`config.mk`:
```
export PLATFORM = sky130hd
export DESIGN_NAME = i2c_master_byte_engine
export DESIGN_NICKNAME = d
export VERILOG_FILES = /design/src/i2cm_pkg.sv /design/src/i2cm_timer.sv /design/src/i2cm_seq.sv /design/src/i2c_master_byte_engine.sv
export SDC_FILE = /design/constraint.sdc
export NUM_CORES = 1
export LEC_CHECK = 0
export ABC_AREA = 1
export BUFFER_PORTS_ARGS = -buffer_cell sky130_fd_sc_hd__buf_2
export CORE_MARGIN = 2
export CORE_UTILIZATION = 46
export CTS_CLUSTER_SIZE = 24
export DETAILED_ROUTE_END_ITERATION = 7
export PLACE_DENSITY = 0.65
export SETUP_SLACK_MARGIN = 0.4
export SLEW_MARGIN = 20
export SYNTH_ARGS = -nofsm -noshare
export SYNTH_HDL_FRONTEND = slang
export SYNTH_SLANG_ARGS = --single-unit
```
`constraint.sdc`:
```
create_clock -name clk -period 4.5 [get_ports clk]
set_input_delay 0.9 -clock clk [delete_from_list [all_inputs] [get_ports clk]]
set_output_delay 0.9 -clock clk [all_outputs]
set_load 0.02 [all_outputs]
```
`src/i2cm_pkg.sv`:
```
// ----------------------------------------------------------------------------
// i2cm_pkg
// Shared types and constants for the I2C master byte engine.
// ----------------------------------------------------------------------------
`default_nettype none

package i2cm_pkg;

  localparam int unsigned HALF_W  = 16;
  localparam int unsigned RETRY_W = 5;

  localparam logic [1:0] CMD_START = 2'd0;
  localparam logic [1:0] CMD_STOP  = 2'd1;
  localparam logic [1:0] CMD_WRITE = 2'd2;
  localparam logic [1:0] CMD_READ  = 2'd3;

  localparam logic [HALF_W-1:0] HALF_RESET = 16'd100;

  // sequencer -> hold timer
  typedef struct packed {
    logic advance;  // tick word accepted
    logic restart;  // a new step is entered on this tick
    logic quarter;  // current step is a NACK retry wait
  } tctl_t;

  // one result word
  typedef struct packed {
    logic       scl;
    logic       sda;
    logic       oe;
    logic       busy;
    logic       done;
    logic       ack;
    logic [7:0] rd_data;
  } res_t;

endpackage

`default_nettype wire

```
`src/i2cm_timer.sv`:
```
// ----------------------------------------------------------------------------
// i2cm_timer
// Step hold counter: flags the tick on which the current bus step ends.
// ----------------------------------------------------------------------------
`default_nettype none

module i2cm_timer #(
  parameter int unsigned DELAY_WIDTH = 16
) (
  input  wire logic                        clk,
  input  wire logic                        rst,
  input  wire logic [i2cm_pkg::HALF_W-1:0] half_period_ticks,
  input  wire i2cm_pkg::tctl_t             ctl,
  output logic                             step_end
);

  import i2cm_pkg::*;

  logic [DELAY_WIDTH-1:0] tick_count;
  logic [DELAY_WIDTH-1:0] half;
  logic [DELAY_WIDTH-1:0] dur;

  always_comb begin
    half = DELAY_WIDTH'(half_period_ticks);
    if (half == '0) begin
      half = DELAY_WIDTH'(1);
    end
    dur = ctl.quarter ? (half >> 2) : half;
    if (dur == '0) begin
      dur = DELAY_WIDTH'(1);
    end
    step_end = !(tick_count < dur);
  end

  always_ff @(posedge clk) begin
    if (rst) begin
      tick_count <= '0;
    end else if (ctl.advance) begin
      if (ctl.restart) begin
        tick_count <= DELAY_WIDTH'(1);
      end else if (!step_end) begin
        tick_count <= tick_count + DELAY_WIDTH'(1);
      end
    end
  end

endmodule

`default_nettype wire

```
`src/i2cm_seq.sv`:
```
// ----------------------------------------------------------------------------
// i2cm_seq
// Bus step sequencer: command decode, bit shifting, acknowledge retries and
// pin registers. Its registers form the result word.
// ----------------------------------------------------------------------------
`default_nettype none

module i2cm_seq #(
  parameter int unsigned ACK_RETRIES = 20
) (
  input  wire logic             clk,
  input  wire logic             rst,
  input  wire logic             advance,
  input  wire logic             cmd_valid,
  input  wire logic [1:0]       kind,
  input  wire logic [7:0]       wr_data,
  input  wire logic             send_ack,
  input  wire logic             sda_in,
  input  wire logic             step_end,
  output i2cm_pkg::tctl_t       tctl,
  output i2cm_pkg::res_t        res
);

  import i2cm_pkg::*;

  typedef enum logic [4:0] {
    PH_IDLE, PH_S0, PH_S1, PH_S2, PH_P0, PH_P1, PH_P2,
    PH_WBIT, PH_WHI, PH_WLO, PH_AREL, PH_APOST, PH_ARETRY, PH_ACLK, PH_AREL2,
    PH_RREL, PH_RHI, PH_RLO, PH_RACK, PH_RAHI, PH_RALO, PH_REND
  } phase_t;

  phase_t             phase, phase_next, tgt;
  logic               enter_en;
  logic [2:0]         bit_index, bit_index_next;
  logic [7:0]         shift_reg, shift_reg_next;
  logic [RETRY_W-1:0] ack_retry, ack_retry_next;
  logic               ack_flag, ack_flag_next;
  logic               ack_to_send, ack_to_send_next;
  logic [7:0]         rx_byte, rx_byte_next;
  logic               scl, scl_next;
  logic               sda, sda_next;
  logic               oe, oe_next;
  logic               done, done_next;

  always_comb begin
    phase_next       = phase;
    tgt              = phase;
    enter_en         = 1'b0;
    bit_index_next   = bit_index;
    shift_reg_next   = shift_reg;
    ack_retry_next   = ack_retry;
    ack_flag_next    = ack_flag;
    ack_to_send_next = ack_to_send;
    rx_byte_next     = rx_byte;
    scl_next         = scl;
    sda_next         = sda;
    oe_next          = oe;
    done_next        = 1'b0;

    if (phase == PH_IDLE) begin
      if (cmd_valid) begin
        enter_en       = 1'b1;
        bit_index_next = '0;
        unique case (kind)
          CMD_START: tgt = PH_S0;
          CMD_STOP:  tgt = PH_P0;
          CMD_WRITE: begin
            shift_reg_next = wr_data;
            tgt            = PH_WBIT;
          end
          default: begin
            ack_to_send_next = send_ack;
            shift_reg_next   = '0;
            tgt              = PH_RREL;
          end
        endcase
      end
    end else if (step_end) begin
      enter_en = 1'b1;
      unique case (phase)
        PH_S0:    tgt = PH_S1;
        PH_S1:    tgt = PH_S2;
        PH_P0:    tgt = PH_P1;
        PH_P1:    tgt = PH_P2;
        PH_WBIT:  tgt = PH_WHI;
        PH_WHI:   tgt = PH_WLO;
        PH_WLO: begin
          shift_reg_next = {shift_reg[6:0], 1'b0};
          bit_index_next = bit_index + 3'd1;
          tgt = (bit_index == 3'd7) ? PH_AREL : PH_WBIT;
        end
        PH_AREL: begin
          ack_flag_next = !sda_in;
          tgt           = PH_APOST;
        end
        PH_APOST: begin
          ack_retry_next = '0;
          tgt = ack_flag ? PH_ACLK : PH_ARETRY;
        end
        PH_ARETRY: begin
          if (ack_retry >= RETRY_W'(ACK_RETRIES)) begin
            tgt = PH_ACLK;
          end else begin
            ack_retry_next = ack_retry + RETRY_W'(1);
            ack_flag_next  = !sda_in;
            tgt = sda_in ? PH_ARETRY : PH_ACLK;
          end
        end
        PH_ACLK:  tgt = PH_AREL2;
        PH_RREL:  tgt = PH_RHI;
        PH_RHI: begin
          shift_reg_next = {shift_reg[6:0], sda_in};
          tgt            = PH_RLO;
        end
        PH_RLO: begin
          bit_index_next = bit_index + 3'd1;
          tgt = (bit_index == 3'd7) ? PH_RACK : PH_RHI;
        end
        PH_RACK:  tgt = PH_RAHI;
        PH_RAHI:  tgt = PH_RALO;
        PH_RALO:  tgt = PH_REND;
        PH_REND: begin
          rx_byte_next = shift_reg;
          enter_en     = 1'b0;
          done_next    = 1'b1;
          phase_next   = PH_IDLE;
        end
        default: begin
          // last step of start, stop and write
          enter_en   = 1'b0;
          done_next  = 1'b1;
          phase_next = PH_IDLE;
        end
      endcase
    end

    if (enter_en) begin
      phase_next = tgt;
      unique case (tgt)
        PH_S0: begin
          scl_next = 1'b1;
          sda_next = 1'b1;
          oe_next  = 1'b1;
        end
        PH_S1, PH_P0: begin
          sda_next = 1'b0;
          oe_next  = 1'b1;
        end
        PH_P2, PH_AREL2, PH_REND: begin
          sda_next = 1'b1;
          oe_next  = 1'b1;
        end
        PH_WBIT: begin
          sda_next = shift_reg_next[7];
          oe_next  = 1'b1;
        end
        PH_RACK: begin
          sda_next = !ack_to_send_next;
          oe_next  = 1'b1;
        end
        PH_AREL: begin
          scl_next = 1'b1;
          sda_next = 1'b1;
          oe_next  = 1'b0;
        end
        PH_RREL: begin
          sda_next = 1'b1;
          oe_next  = 1'b0;
        end
        PH_P1, PH_WHI, PH_RHI, PH_RAHI: scl_next = 1'b1;
        PH_S2, PH_WLO, PH_ACLK, PH_RLO, PH_RALO: scl_next = 1'b0;
        default: ;
      endcase
    end
  end

  always_ff @(posedge clk) begin
    if (rst) begin
      phase       <= PH_IDLE;
      bit_index   <= '0;
      shift_reg   <= '0;
      ack_retry   <= '0;
      ack_flag    <= 1'b0;
      ack_to_send <= 1'b0;
      rx_byte     <= '0;
      scl         <= 1'b1;
      sda         <= 1'b1;
      oe          <= 1'b1;
      done        <= 1'b0;
    end else if (advance) begin
      phase       <= phase_next;
      bit_index   <= bit_index_next;
      shift_reg   <= shift_reg_next;
      ack_retry   <= ack_retry_next;
      ack_flag    <= ack_flag_next;
      ack_to_send <= ack_to_send_next;
      rx_byte     <= rx_byte_next;
      scl         <= scl_next;
      sda         <= sda_next;
      oe          <= oe_next;
      done        <= done_next;
    end
  end

  always_comb begin
    tctl.advance = advance;
    tctl.restart = enter_en;
    tctl.quarter = (phase == PH_ARETRY);

    res.scl     = scl;
    res.sda     = sda;
    res.oe      = oe;
    res.busy    = (phase != PH_IDLE);
    res.done    = done;
    res.ack     = ack_flag;
    res.rd_data = rx_byte;
  end

endmodule

`default_nettype wire

```
`src/i2c_master_byte_engine.sv`:
```
// ----------------------------------------------------------------------------
// i2c_master_byte_engine
// I2C master pin sequencer, advanced by one input word per bus tick.
// ----------------------------------------------------------------------------
// Each input word is one bus tick with the sampled SDA level; when the engine
// is idle a word with cmd_valid set starts start, stop, write or read.
// Every input word yields exactly one result word with the pin levels, busy,
// done, acknowledge status and last received byte after that tick.
// Both channels are valid/ready. An accepted word shows its result in the next
// cycle on the output register; one word per cycle is sustained while the
// output side takes words. The engine state doubles as the output register,
// so in_ready = !out_valid || out_ready: a stalled output holds the result
// and blocks input until taken.
// Each bus step lasts half_period_ticks ticks (a NACK retry wait a quarter
// of that, at least one tick), set through cfg_we/cfg_wdata by the user only
// while idle, which the engine does not enforce. Reset (sync, rst) leaves SCL
// high, SDA driven high, half_period_ticks = 100, no command, out_valid low.
// ----------------------------------------------------------------------------
`default_nettype none

module i2c_master_byte_engine #(
  parameter int unsigned ACK_RETRIES = 20,
  parameter int unsigned DELAY_WIDTH = 16
) (
  input  wire logic                        clk,
  input  wire logic                        rst,
  input  wire logic                        cfg_we,
  input  wire logic [i2cm_pkg::HALF_W-1:0] cfg_wdata,
  input  wire logic                        in_valid,
  output logic                             in_ready,
  input  wire logic                        cmd_valid,
  input  wire logic [1:0]                  kind,
  input  wire logic [7:0]                  wr_data,
  input  wire logic                        send_ack,
  input  wire logic                        sda_in,
  output logic                             out_valid,
  input  wire logic                        out_ready,
  output logic                             scl_out,
  output logic                             sda_out,
  output logic                             sda_oe,
  output logic                             busy_res,
  output logic                             done_res,
  output logic                             ack_ok,
  output logic [7:0]                       rd_data
);

  import i2cm_pkg::*;

  logic [HALF_W-1:0] half_period_ticks;
  logic              accept;
  logic              step_end;
  tctl_t             tctl;
  res_t              res;

  assign in_ready = !out_valid || out_ready;
  assign accept   = in_valid && in_ready;

  always_ff @(posedge clk) begin
    if (rst) begin
      half_period_ticks <= HALF_RESET;
      out_valid         <= 1'b0;
    end else begin
      if (cfg_we) begin
        half_period_ticks <= cfg_wdata;
      end
      if (accept) begin
        out_valid <= 1'b1;
      end else if (out_ready) begin
        out_valid <= 1'b0;
      end
    end
  end

  i2cm_timer #(
    .DELAY_WIDTH(DELAY_WIDTH)
  ) u_timer (
    .clk              (clk),
    .rst              (rst),
    .half_period_ticks(half_period_ticks),
    .ctl              (tctl),
    .step_end         (step_end)
  );

  i2cm_seq #(
    .ACK_RETRIES(ACK_RETRIES)
  ) u_seq (
    .clk      (clk),
    .rst      (rst),
    .advance  (accept),
    .cmd_valid(cmd_valid),
    .kind     (kind),
    .wr_data  (wr_data),
    .send_ack (send_ack),
    .sda_in   (sda_in),
    .step_end (step_end),
    .tctl     (tctl),
    .res      (res)
  );

  assign scl_out  = res.scl;
  assign sda_out  = res.sda;
  assign sda_oe   = res.oe;
  assign busy_res = res.busy;
  assign done_res = res.done;
  assign ack_ok   = res.ack;
  assign rd_data  = res.rd_data;

`ifndef NO_ASSERTIONS
  a_done_not_busy: assert property (@(posedge clk) disable iff (rst)
    (out_valid && done_res) |-> !busy_res)
    else $error("done word still reports busy");

  a_release_high: assert property (@(posedge clk) disable iff (rst)
    !sda_oe |-> sda_out)
    else $error("released SDA not reading high");

  a_accept_gives_word: assert property (@(posedge clk) disable iff (rst)
    accept |=> out_valid)
    else $error("accepted word produced no result");

  a_stall_holds_state: assert property (@(posedge clk) disable iff (rst)
    (out_valid && !out_ready) |=> ($stable(res) && !$past(accept)))
    else $error("result changed while stalled");
`endif

endmodule

`default_nettype wire
```
==> results.txt, run 1 <==
Htree depth: 3
Leak Pwr: 0.00225 uW
Clock power share: 33.3%
Worst Max-Slew Pin Slew: 998 ps
Psw: 571 uW
Pre-antenna DRT Iters: 5
Root Buffer: clkbuf_8
WHS Endpoint: u_seq.scl$_SDFFE_PP1P_
Post-DP Area: 4830 um2
Diode count: 0
Data required time at the worst endpoint: 4780 ps
Outcome: finished clean
Vias in the first global route: 4,153
Synth warn: 0
Syn_nets: 735
CTS tree: done
GP Congestion: 0.953
Worst R2R Path Depth: 22
Max clock buf depth: 2
IO Pins: 50
Distinct cell type count after synthesis: 48
Largest net degree at the start of global routing: 38
Synth Cell Area: 4500 um2
Clock latency on the worst-skew pair: 360 ps
Drt initial violations: 184
Initial Utilization: 46.7%
Period minus WS final: 3650 ps
Final core occ: 52.5%
DP HPWL: 9110 um
Clock Skew: 10.5 ps
WHS Path Cells: 2
RSZ-0062 raised after global routing: no
Site row count: 36
R2r startpoint: u_seq.phase[2]$_SDFFE_PP0P_
Die ar.: 10,600 um2
Maximum VDD drop: 173 uV
DRT Wirelength: 12,200 um
Final setup fails: 0
Average wire per standard cell: 14.1 um
GR Overflow Total: 0
R2R setup slack: 850 ps
CP Capture Type: register
Setup TNS: 0 ps
Vias post-DR: 4,590
CP max FO: 15
Internal Pwr Total: 1080 uW
Die width: 103 um
Share of cells above drive strength 1: 14.1%
Critical R2R Capture: u_timer.tick_count[10]$_SDFFE_PP0P_
Clock sink count: 68
Crit path kind: reg -> reg
CP Data Arrival Time: 3920 ps
Hold-fix buffers, CTS: 0
Sw Share: 34.5%
Finished Cell Area: 5060 um2
Hold Crit Start: u_seq.scl$_SDFFE_PP1P_
Clock Pin Slew Worst Setup and Hold Paths: 70 ps
Vias per inst: 5.30
Comb pwr share: 26.2%
Max Slew Vio Count: 0
Synth Register Bits: 68
Max Clock Freq: 0.274 GHz
Seq pwr share: 40.5%
CTS Buf Count: 9
Max-Slew Margin vs Limit: 33.4%
Port bufs: 49
Drt drc: 0
Critical path startpoint category: register
Placeable Area: 9640 um2
First-pass GRT wire length: 19,500 um
Die height: 103 um
Mapped Cells: 681
Syn_area_per_cell: 6.61 um2
Pwr per Cell Area: 327 nW/um2
Top Registers: half_period_ticks: 16 flops, u_timer.tick_count: 16 flops
Final ANT Viol Nets: 0
Max-Cap Viols: 0
Area delta synth->final: 12.4%
Worst min path class: reg -> reg
Sequential-to-total area share from yosys stat: 30.2%
Setup bufs post-CTS: 0
Initial antenna violation count: 0
GRT Total Usage: 23.5%
Final Hold Vio Count: 0
Final Cycle Share: 81.0%
Layout net count: 783
-- cell usage after synthesis, drive strengths merged --
| cell type | n | area share [%] |
|---|---|---|
| o211ai | 4 | 0.67 |
| nand3 | 53 | 7.3 |
| clkinv | 3 | 0.25 |
| o221ai | 1 | 0.19 |
| inv | 96 | 8.1 |
| buf | 9 | 1.8 |
| a211oi | 4 | 0.67 |
| nand4 | 6 | 0.83 |
| dfxtp | 68 | 30 |
| nand3b | 6 | 1.0 |
| a2111oi | 1 | 0.19 |
| nor3 | 17 | 1.9 |
| clkbuf | 8 | 0.67 |
| a21boi | 2 | 0.42 |
| a21oi | 55 | 6.2 |
| nand2 | 132 | 12 |
| xnor2 | 1 | 0.19 |
| o32ai | 6 | 1.2 |
| o2111ai | 1 | 0.19 |
| xor2 | 5 | 0.97 |
| nor2 | 94 | 8.6 |
| o21a | 1 | 0.17 |
| mux2i | 1 | 0.22 |
| ha | 20 | 5.6 |
| or2 | 3 | 0.42 |
| a31oi | 3 | 0.42 |
| a22oi | 5 | 0.83 |
| o21ai | 68 | 7.6 |
| o31ai | 1 | 0.17 |
| nor4 | 5 | 0.69 |
| nor3b | 2 | 0.33 |
-- routing by layer --
metal / wire length, um / vias to the layer above / part of all wire (%) / GRT usage [%]
li1: - / 2356 / - / -
met2: 5900 / 100 / 48 / 40.2
met4: 270 / 0 / 2.2 / 7.49
met1: 5610 / 2113 / 46 / 29.7
met3: 460 / 21 / 3.8 / 4.88
met5: 0 / - / 0 / 0
-- worst max path at each step --
stage | startpoint | end | depth (start not counted)
after global routing | u_seq.phase[2]$_SDFFE_PP0P_ | u_timer.tick_count[10]$_SDFFE_PP0P_ | 22
after floorplan | u_seq.phase[4]$_SDFFE_PP0P_ | u_timer.tick_count[9]$_SDFFE_PP0P_ | 22
after CTS | u_seq.phase[4]$_SDFFE_PP0P_ | u_timer.tick_count[10]$_SDFFE_PP0P_ | 21
final | u_seq.phase[2]$_SDFFE_PP0P_ | u_timer.tick_count[10]$_SDFFE_PP0P_ | 22
after global placement | u_seq.phase[4]$_SDFFE_PP0P_ | u_timer.tick_count[5]$_SDFFE_PP0P_ | 22
after detailed placement | u_seq.phase[4]$_SDFFE_PP0P_ | u_timer.tick_count[10]$_SDFFE_PP0P_ | 21
-- kinds of logic (layout without fill, tap and decap cells) --
| group | after synthesis | count (layout) | synth area share, % |
|---|---|---|---|
| adders and majority gates | 20 | 20 | 5.56 |
| and+or+nand+nor | 318 | 319 | 33.1 |
| buffers and inverters | 116 | 167 | 10.8 |
| muxes | 1 | 1 | 0.222 |
| DFF | 68 | 68 | 30.2 |
| AOI/OAI and AO/OA | 152 | 152 | 18.9 |
| xor gates and xnor gates | 6 | 6 | 1.17 |
-- final cells by class --
class,count,area [um2]
tap,133,166
clock buffer,10,128
inverter,99,377
multi-input combinational,498,2670
fill,1018,4580
timing repair buffer,53,275
sequential,68,1360
clock inverter,5,77.6
-- repair_timing --
item,in CTS,in global routing
gates resized for setup,0,3
hold endpoints to repair,0,0
endpoints found under the setup margin,0,41
-- power groups by stage --
stage	logic (uW)	registers [uW]	clock network [uW]
final	433	669	550
after detailed placement	425	682	0
after floorplan	315	681	0
after CTS	427	668	562
after global routing	486	675	590
after global placement	426	681	0
-- per-stage QoR --
step	total power, uW	hold WS, ps	worst slack, ps	cells
after floorplan	996	430	1080	681
after global placement	1110	430	730	850
after detailed placement	1110	432	652	850
after CTS	1660	448	626	865
after global routing	1750	474	414	866
final	1650	443	853	866
-- cell usage in the layout (no fill, tap or decap), types with 4 or more instances in the layout --
master	synthesis	final
nand2_1	122	122
inv_1	90	90
nor2_1	86	86
dfxtp_1	68	68
o21ai_0	63	62
a21oi_1	54	54
buf_2	1	49
nand3_1	46	46
ha_1	20	20
nor3_1	17	17
clkbuf_8	0	9
nand2_2	6	6
nand4_1	6	6
o32ai_1	6	6
nand3b_1	6	6
nand3_4	4	5
o21ai_1	4	5
nor2_2	5	5
nor4_1	5	5
a22oi_1	5	5
xor2_1	5	5
inv_2	5	4
o211ai_1	4	4
a211oi_1	4	4
nand2_4	4	4
buf_4	2	4
-- worst max-delay path, stage by stage, from the launching register on --
cell,delay [ps]
dfxtp_1,460
nand2_1,80
clkinv_1,140
nand3_4,190
o21ai_0,280
inv_1,80
ha_1,270
nand2_1,60
o21ai_0,170
nand3_1,80
a21oi_1,130
a211oi_1,60
buf_4,170
a21boi_2,160
nand2_1,70
nand2_1,70
nor2_2,210
nand2_4,100
nand2_2,230
nand3_2,130
nor2_2,190
nand3_1,100
a22oi_1,140
(Power assumes the default switching activity.)
==> inputs of run 2 (changes only) <==
==> constraint.sdc (replaced) <==
create_clock -name clk -period 3.63 [get_ports clk]
set_input_delay 0.726 -clock clk [delete_from_list [all_inputs] [get_ports clk]]
set_output_delay 0.726 -clock clk [all_outputs]
set_load 0.02 [all_outputs]
==> results.txt, run 2 (synthesis gave the netlist of run 1 again) <==
Max clock buf depth: 2 (unchanged)
Vias per inst: 5.32 (+0.44%)
Root Buffer: clkbuf_8
Crit path kind: reg -> reg
Setup TNS: 0 ps (unchanged)
Share of cells above drive strength 1: 25.3% (+11 points)
Initial antenna violation count: 0 (unchanged)
CTS Buf Count: 9 (unchanged)
Area delta synth->final: 25.7%
Data required time at the worst endpoint: 3820 ps (-960 ps)
Diode count: 0 (unchanged)
Maximum VDD drop: 186 uV (+7.2%)
CP max FO: 8 (-7)
Final Cycle Share: 89.3% (+8.3 points)
Average wire per standard cell: 14.4 um (+2.1%)
IO Pins: 50 (unchanged)
Filler Cell Count: 932 (-8.4%)
Internal Pwr Total: 1400 uW (+29%)
DP HPWL: 9220 um (+1.2%)
Die width: 103 um (unchanged)
Final Hold Vio Count: 0 (unchanged)
Clock power share: 30.1% (-3.2 points)
Initial Utilization: 46.7% (unchanged)
Worst slack at placement: 47.5 ps (-605 ps)
Placeable Area: 9640 um2 (unchanged)
First-pass GRT wire length: 20,700 um (+6.0%)
Pre-antenna DRT Iters: 5 (unchanged)
Final setup fails: 0 (unchanged)
Seq pwr share: 37.7% (-2.8 points)
Final ANT Viol Nets: 0 (unchanged)
Max Slew Vio Count: 0 (unchanged)
Leak Pwr: 0.00252 uW (+12%)
Largest net degree at the start of global routing: 23 (-39%)
Clock sink count: 68 (unchanged)
Final Worst Setup Slack: 388 ps (-465 ps)
Clock Pin Slew Worst Setup and Hold Paths: 80 ps (about the same)
Critical path startpoint category: register
GR Overflow Total: 0 (unchanged)
Drt drc: 0 (unchanged)
Die ar.: 10,600 um2 (unchanged)
CTS tree: done
Worst Max-Slew Pin Slew: 693 ps (-305 ps)
RSZ-0062 raised after global routing: yes
Layout net count: 821 (+4.9%)
Most frequent cells in the layout: 105 x nand2_1, 86 x inv_1, 78 x nor2_1
Sw Share: 36.2% (+1.6 points)
GRT Total Usage: 24.5% (+1.0 points)
Port bufs: 49 (unchanged)
Die height: 103 um (unchanged)
Site row count: 36 (unchanged)
GP Congestion: 0.947 (-0.64%)
Pwr per Cell Area: 387 nW/um2 (+18%)
Vias in the first global route: 4,419 (+6.4%)
DRT Wirelength: 13,100 um (+6.7%)
Hold-fix buffers, CTS: 0 (unchanged)
CP Data Arrival Time: 3430 ps (-490 ps)
Max Clock Freq: 0.308 GHz (+13%)
CP Capture Type: register
Worst min path class: reg -> reg
Psw: 792 uW (+39%)
Htree depth: 3 (unchanged)
Period minus WS final: 3240 ps (-405 ps)
Comb pwr share: 32.1% (+5.9 points)
Drt initial violations: 306 (+66%)
Max-Slew Margin vs Limit: 53.3% (+20 points)
Top Registers: half_period_ticks: 16 flops, u_timer.tick_count: 16 flops
Most common cell after layout, fill and taps aside: nand2_1
Vias post-DR: 4,818 (+5.0%)
Outcome: finished clean
Clock latency on the worst-skew pair: 350 ps (about the same)
Clock Skew: 11.0 ps (+0.440 ps)
Max-Cap Viols: 0 (unchanged)
## run 2: cell count changes in the layout (fill, tap and decap cells not counted), moves of 4 or more
cell,previous run,this run
nand2_2,6,15
nor2_1,86,78
nor2_4,3,11
o21ai_2,1,7
inv_1,90,86
nand3_2,3,10
buf_4,4,34
buf_6,0,5
nand3_1,46,38
o21ai_0,62,55
nand2_1,122,105
nand2_4,4,10
## run 2: layout make-up
type                       instances  area, um2  area share (%)
timing repair buffer              90        597            10.5
tap                              133        166            2.94
inverter                          99        393            6.94
multi-input combinational        498       2930            51.7
clock inverter                     4       47.5           0.840
clock buffer                      12        155            2.74
sequential                        68       1370            24.1
timing repair inverter             1       7.51           0.133
## run 2: layer usage
| metal | wire, um | track usage [%] | vias to the layer above |
|---|---|---|---|
| li1 | - | - | 2441 |
| met1 | 6190 | 34.1 | 2190 |
| met2 | 5890 | 37.6 | 162 |
| met3 | 743 | 4.95 | 25 |
| met4 | 237 | 9.01 | 0 |
| met5 | 0 | 0 | - |
## run 2: final timing paths
check / cells after the start / endpoint / slack [ps] / startpoint
worst max register to register: 20 / u_seq.ack_retry[0]$_SDFFE_PP0P_ / 390 / u_seq.phase[0]$_SDFFE_PP0P_
worst min-delay path: 2 / u_seq.rx_byte[0]$_SDFFE_PP0P_ / 440 / u_seq.rx_byte[0]$_SDFFE_PP0P_
worst min register to register: 2 / u_seq.rx_byte[0]$_SDFFE_PP0P_ / 440 / u_seq.rx_byte[0]$_SDFFE_PP0P_
worst max-delay path: 20 / u_seq.ack_retry[0]$_SDFFE_PP0P_ / 390 / u_seq.phase[0]$_SDFFE_PP0P_
## run 2: worst max-delay path, stage by stage, from the launching register on
cell,delay (ps)
dfxtp_2,340
nor2_4,150
nand3_4,160
buf_6,170
buf_6,130
o21ai_2,130
buf_4,130
inv_1,40
ha_1,260
nand2_1,40
inv_1,40
nand2_1,40
nand2_1,60
nand2_1,60
nand2_2,90
nand2_4,110
nand2_8,140
buf_4,130
nand2_1,150
o21ai_0,610
a21oi_1,110
## run 2: what timing repair did
item	CTS	global route
buffers inserted	14	15
cloned	1	1
endpoints found under the setup margin	42	46
gates resized for setup	27	68
pin swaps	11	31
## run 2: through the flow
stage               area, um2  utilization (%)  std cells  total power [uW]  hold WS, ps
detailed placement       4900             50.8        858              1390          434
floorplan                4510                -        681              1230          430
global route             5660             58.7        905              2310          467
finish                   5660             58.7        905              2190          441
CTS                      5310             55.1        889              2080          445
global placement         4900             50.8        858              1380          427
## run 2: power groups by stage
| stage | combinational, uW | clock, uW | sequential, uW |
|---|---|---|---|
| final | 704 | 660 | 826 |
| after global routing | 769 | 711 | 831 |
| after CTS | 587 | 674 | 824 |
| after detailed placement | 546 | 0 | 840 |
| after global placement | 540 | 0 | 840 |
| after floorplan | 391 | 0 | 844 |
==> inputs of run 3 (changes only) <==
--- a/config.mk
+++ b/config.mk
@@ -9,6 +9,7 @@
 export BUFFER_PORTS_ARGS = -buffer_cell sky130_fd_sc_hd__buf_2
 export CORE_MARGIN = 2
 export CORE_UTILIZATION = 46
+export CTS_BUF_LIST = sky130_fd_sc_hd__clkbuf_2
 export CTS_CLUSTER_SIZE = 24
 export DETAILED_ROUTE_END_ITERATION = 7
 export PLACE_DENSITY = 0.65
==> results.txt, run 3 (synthesis gave the netlist of run 1 again) <==
Max Slew Vio Count: 0 (unchanged)
Worst slack at placement: 47.5 ps (unchanged)
Die ar.: 10,600 um2 (unchanged)
CTS Buf Count: 9 (unchanged)
RSZ-0062 raised after global routing: yes
CP Data Arrival Time: 3630 ps (+200 ps)
Worst R2R Path Depth: 27 (+35%)
Root Buffer: clkbuf_2
Final Hold Vio Count: 0 (unchanged)
Critical path startpoint category: register
Top Registers: half_period_ticks: 16 flops, u_timer.tick_count: 16 flops
Post-DP Area: 4900 um2 (unchanged)
IO Pins: 50 (unchanged)
Port bufs: 49 (unchanged)
Drt drc: 0 (unchanged)
Final Worst Setup Slack: 391 ps (+2.82 ps)
Largest net degree at the start of global routing: 23 (unchanged)
Die width: 103 um (unchanged)
Data required time at the worst endpoint: 4020 ps (+200 ps)
Final ANT Viol Nets: 0 (unchanged)
Leak Pwr: 0.00248 uW (-1.9%)
CP max FO: 8 (unchanged)
Max Clock Freq: 0.309 GHz (about the same)
CP Capture Type: register
Setup TNS: 0 ps (unchanged)
CTS tree: done
Final core occ: 57.9% (-0.83 points)
Site row count: 36 (unchanged)
GRT Total Usage: 24.3% (-0.23 points)
Die height: 103 um (unchanged)
GP Congestion: 0.947 (unchanged)
Placeable Area: 9640 um2 (unchanged)
Most common cell after layout, fill and taps aside: nand2_1
Worst Max-Slew Pin Slew: 701 ps (+7.73 ps)
Layout net count: 821 (unchanged)
Pre-antenna DRT Iters: 5 (unchanged)
Drt initial violations: 317 (+3.6%)
WHS Path Cells: 3 (+1)
Pwr per Cell Area: 356 nW/um2 (-7.9%)
Outcome: finished clean
Filler Cell Count: 936 (+0.43%)
Clock Pin Slew Worst Setup and Hold Paths: 210 ps (+130 ps)
Clock latency on the worst-skew pair: 510 ps (+160 ps)
Clock sink count: 68 (unchanged)
DRT Wirelength: 13,100 um (+0.50%)
Max clock buf depth: 2 (unchanged)
Period minus WS final: 3240 ps (-2.82 ps)
Share of cells above drive strength 1: 25.8% (+0.52 points)
Max-Cap Viols: 0 (unchanged)
Vias in the first global route: 4,329 (-2.0%)
Most frequent cells in the layout: 106 x nand2_1, 86 x inv_1, 78 x nor2_1
First-pass GRT wire length: 20,400 um (-1.1%)
Crit path kind: reg -> reg
Final Cycle Share: 89.2% (about the same)
Max-Slew Margin vs Limit: 52.9% (-0.43 points)
Maximum VDD drop: 220 uV (+18%)
Worst min path class: in -> reg
Htree depth: 3 (unchanged)
Initial antenna violation count: 0 (unchanged)
GR Overflow Total: 0 (unchanged)
Final setup fails: 0 (unchanged)
Vias post-DR: 4,839 (+0.44%)
Initial Utilization: 46.7% (unchanged)
Average wire per standard cell: 14.5 um (+0.50%)
Area delta synth->final: 23.9%
Finished Cell Area: 5580 um2 (-1.4%)
DP HPWL: 9220 um (unchanged)
Vias per inst: 5.35 (+0.44%)
Final hold slack: 414 ps (-26.6 ps)
Clock Skew: 29.1 ps (+18.1 ps)
Diode count: 0 (unchanged)
-- run 3: changes by cell type in the layout (fill, tap and decap cells not counted), moves of 3 or more --
| cell | change |
|---|---|
| clkbuf_2 | +11 |
| inv_4 | -4 |
| buf_6 | +3 |
| nand2_4 | -3 |
| clkbuf_8 | -11 |
| nand2_2 | +3 |
-- run 3: layout make-up --
type,instances,area [um2],area share [%]
clock inverter,6,55.1,0.987
timing repair buffer,91,588,10.5
tap,133,166,2.98
inverter,99,393,7.04
clock buffer,10,50.0,0.897
sequential,68,1370,24.5
multi-input combinational,498,2960,53.1
-- run 3: final timing paths --
check | from | end | slack, ps
min reg2reg | u_seq.scl$_SDFFE_PP1P_ | u_seq.scl$_SDFFE_PP1P_ | 450
min | cfg_wdata[5] | half_period_ticks[5]$_SDFFE_PP1P_ | 410
max | u_seq.phase[1]$_SDFFE_PP0P_ | u_seq.sda$_SDFFE_PP1P_ | 390
max reg2reg | u_seq.phase[1]$_SDFFE_PP0P_ | u_seq.sda$_SDFFE_PP1P_ | 390
-- run 3: routing by layer --
layer,GRT usage (%),part of all wire [%],vias up,wire length [um]
met5,0,0,-,0
met4,6.78,1.9,0,252
met3,4.47,5.7,28,745
met2,37.9,45,147,5920
met1,34.4,47,2232,6210
li1,-,-,2432,-
-- run 3: repair_timing --
item                       4_1_cts  5_1_grt
setup buffers                   15       14
gates cloned                     1        1
resized for setup               21       83
pin swaps                       13       29
hold buffers                     0        0
setup endpoints to repair       44       46
-- run 3: through the flow --
stage / instances / power [uW]
floorplan: 681 / 1230
global placement: 858 / 1380
detailed placement: 858 / 1390
CTS: 890 / 1870
global route: 905 / 2110
finish: 905 / 1990
-- run 3: power by group --
group	total, uW	leakage, uW	switching, uW	internal, uW
clock network	448	0.0000668	293	155
logic	711	0.00185	451	260
registers	828	0.000556	34.7	793
total	1990	0.00248	779	1210
-- run 3: worst max-delay path, stage by stage (launching register included) --
cell	delay (ps)
dfxtp_2	380
nor2_4	150
nand3_4	170
buf_6	180
buf_6	130
o21ai_2	170
nand3_1	110
nor2_1	100
nand2_1	60
nand2_1	80
nand2_1	50
nand2_1	50
nand2_1	40
nand2_1	50
nand2_1	50
nand2_1	70
nand2_2	80
nand2_4	120
nand2_8	100
nand2_4	90
nand3_4	160
buf_6	170
nand3_1	100
nand3_2	90
nand2_2	100
nand3_1	110
nand3_2	80
nand3_1	70
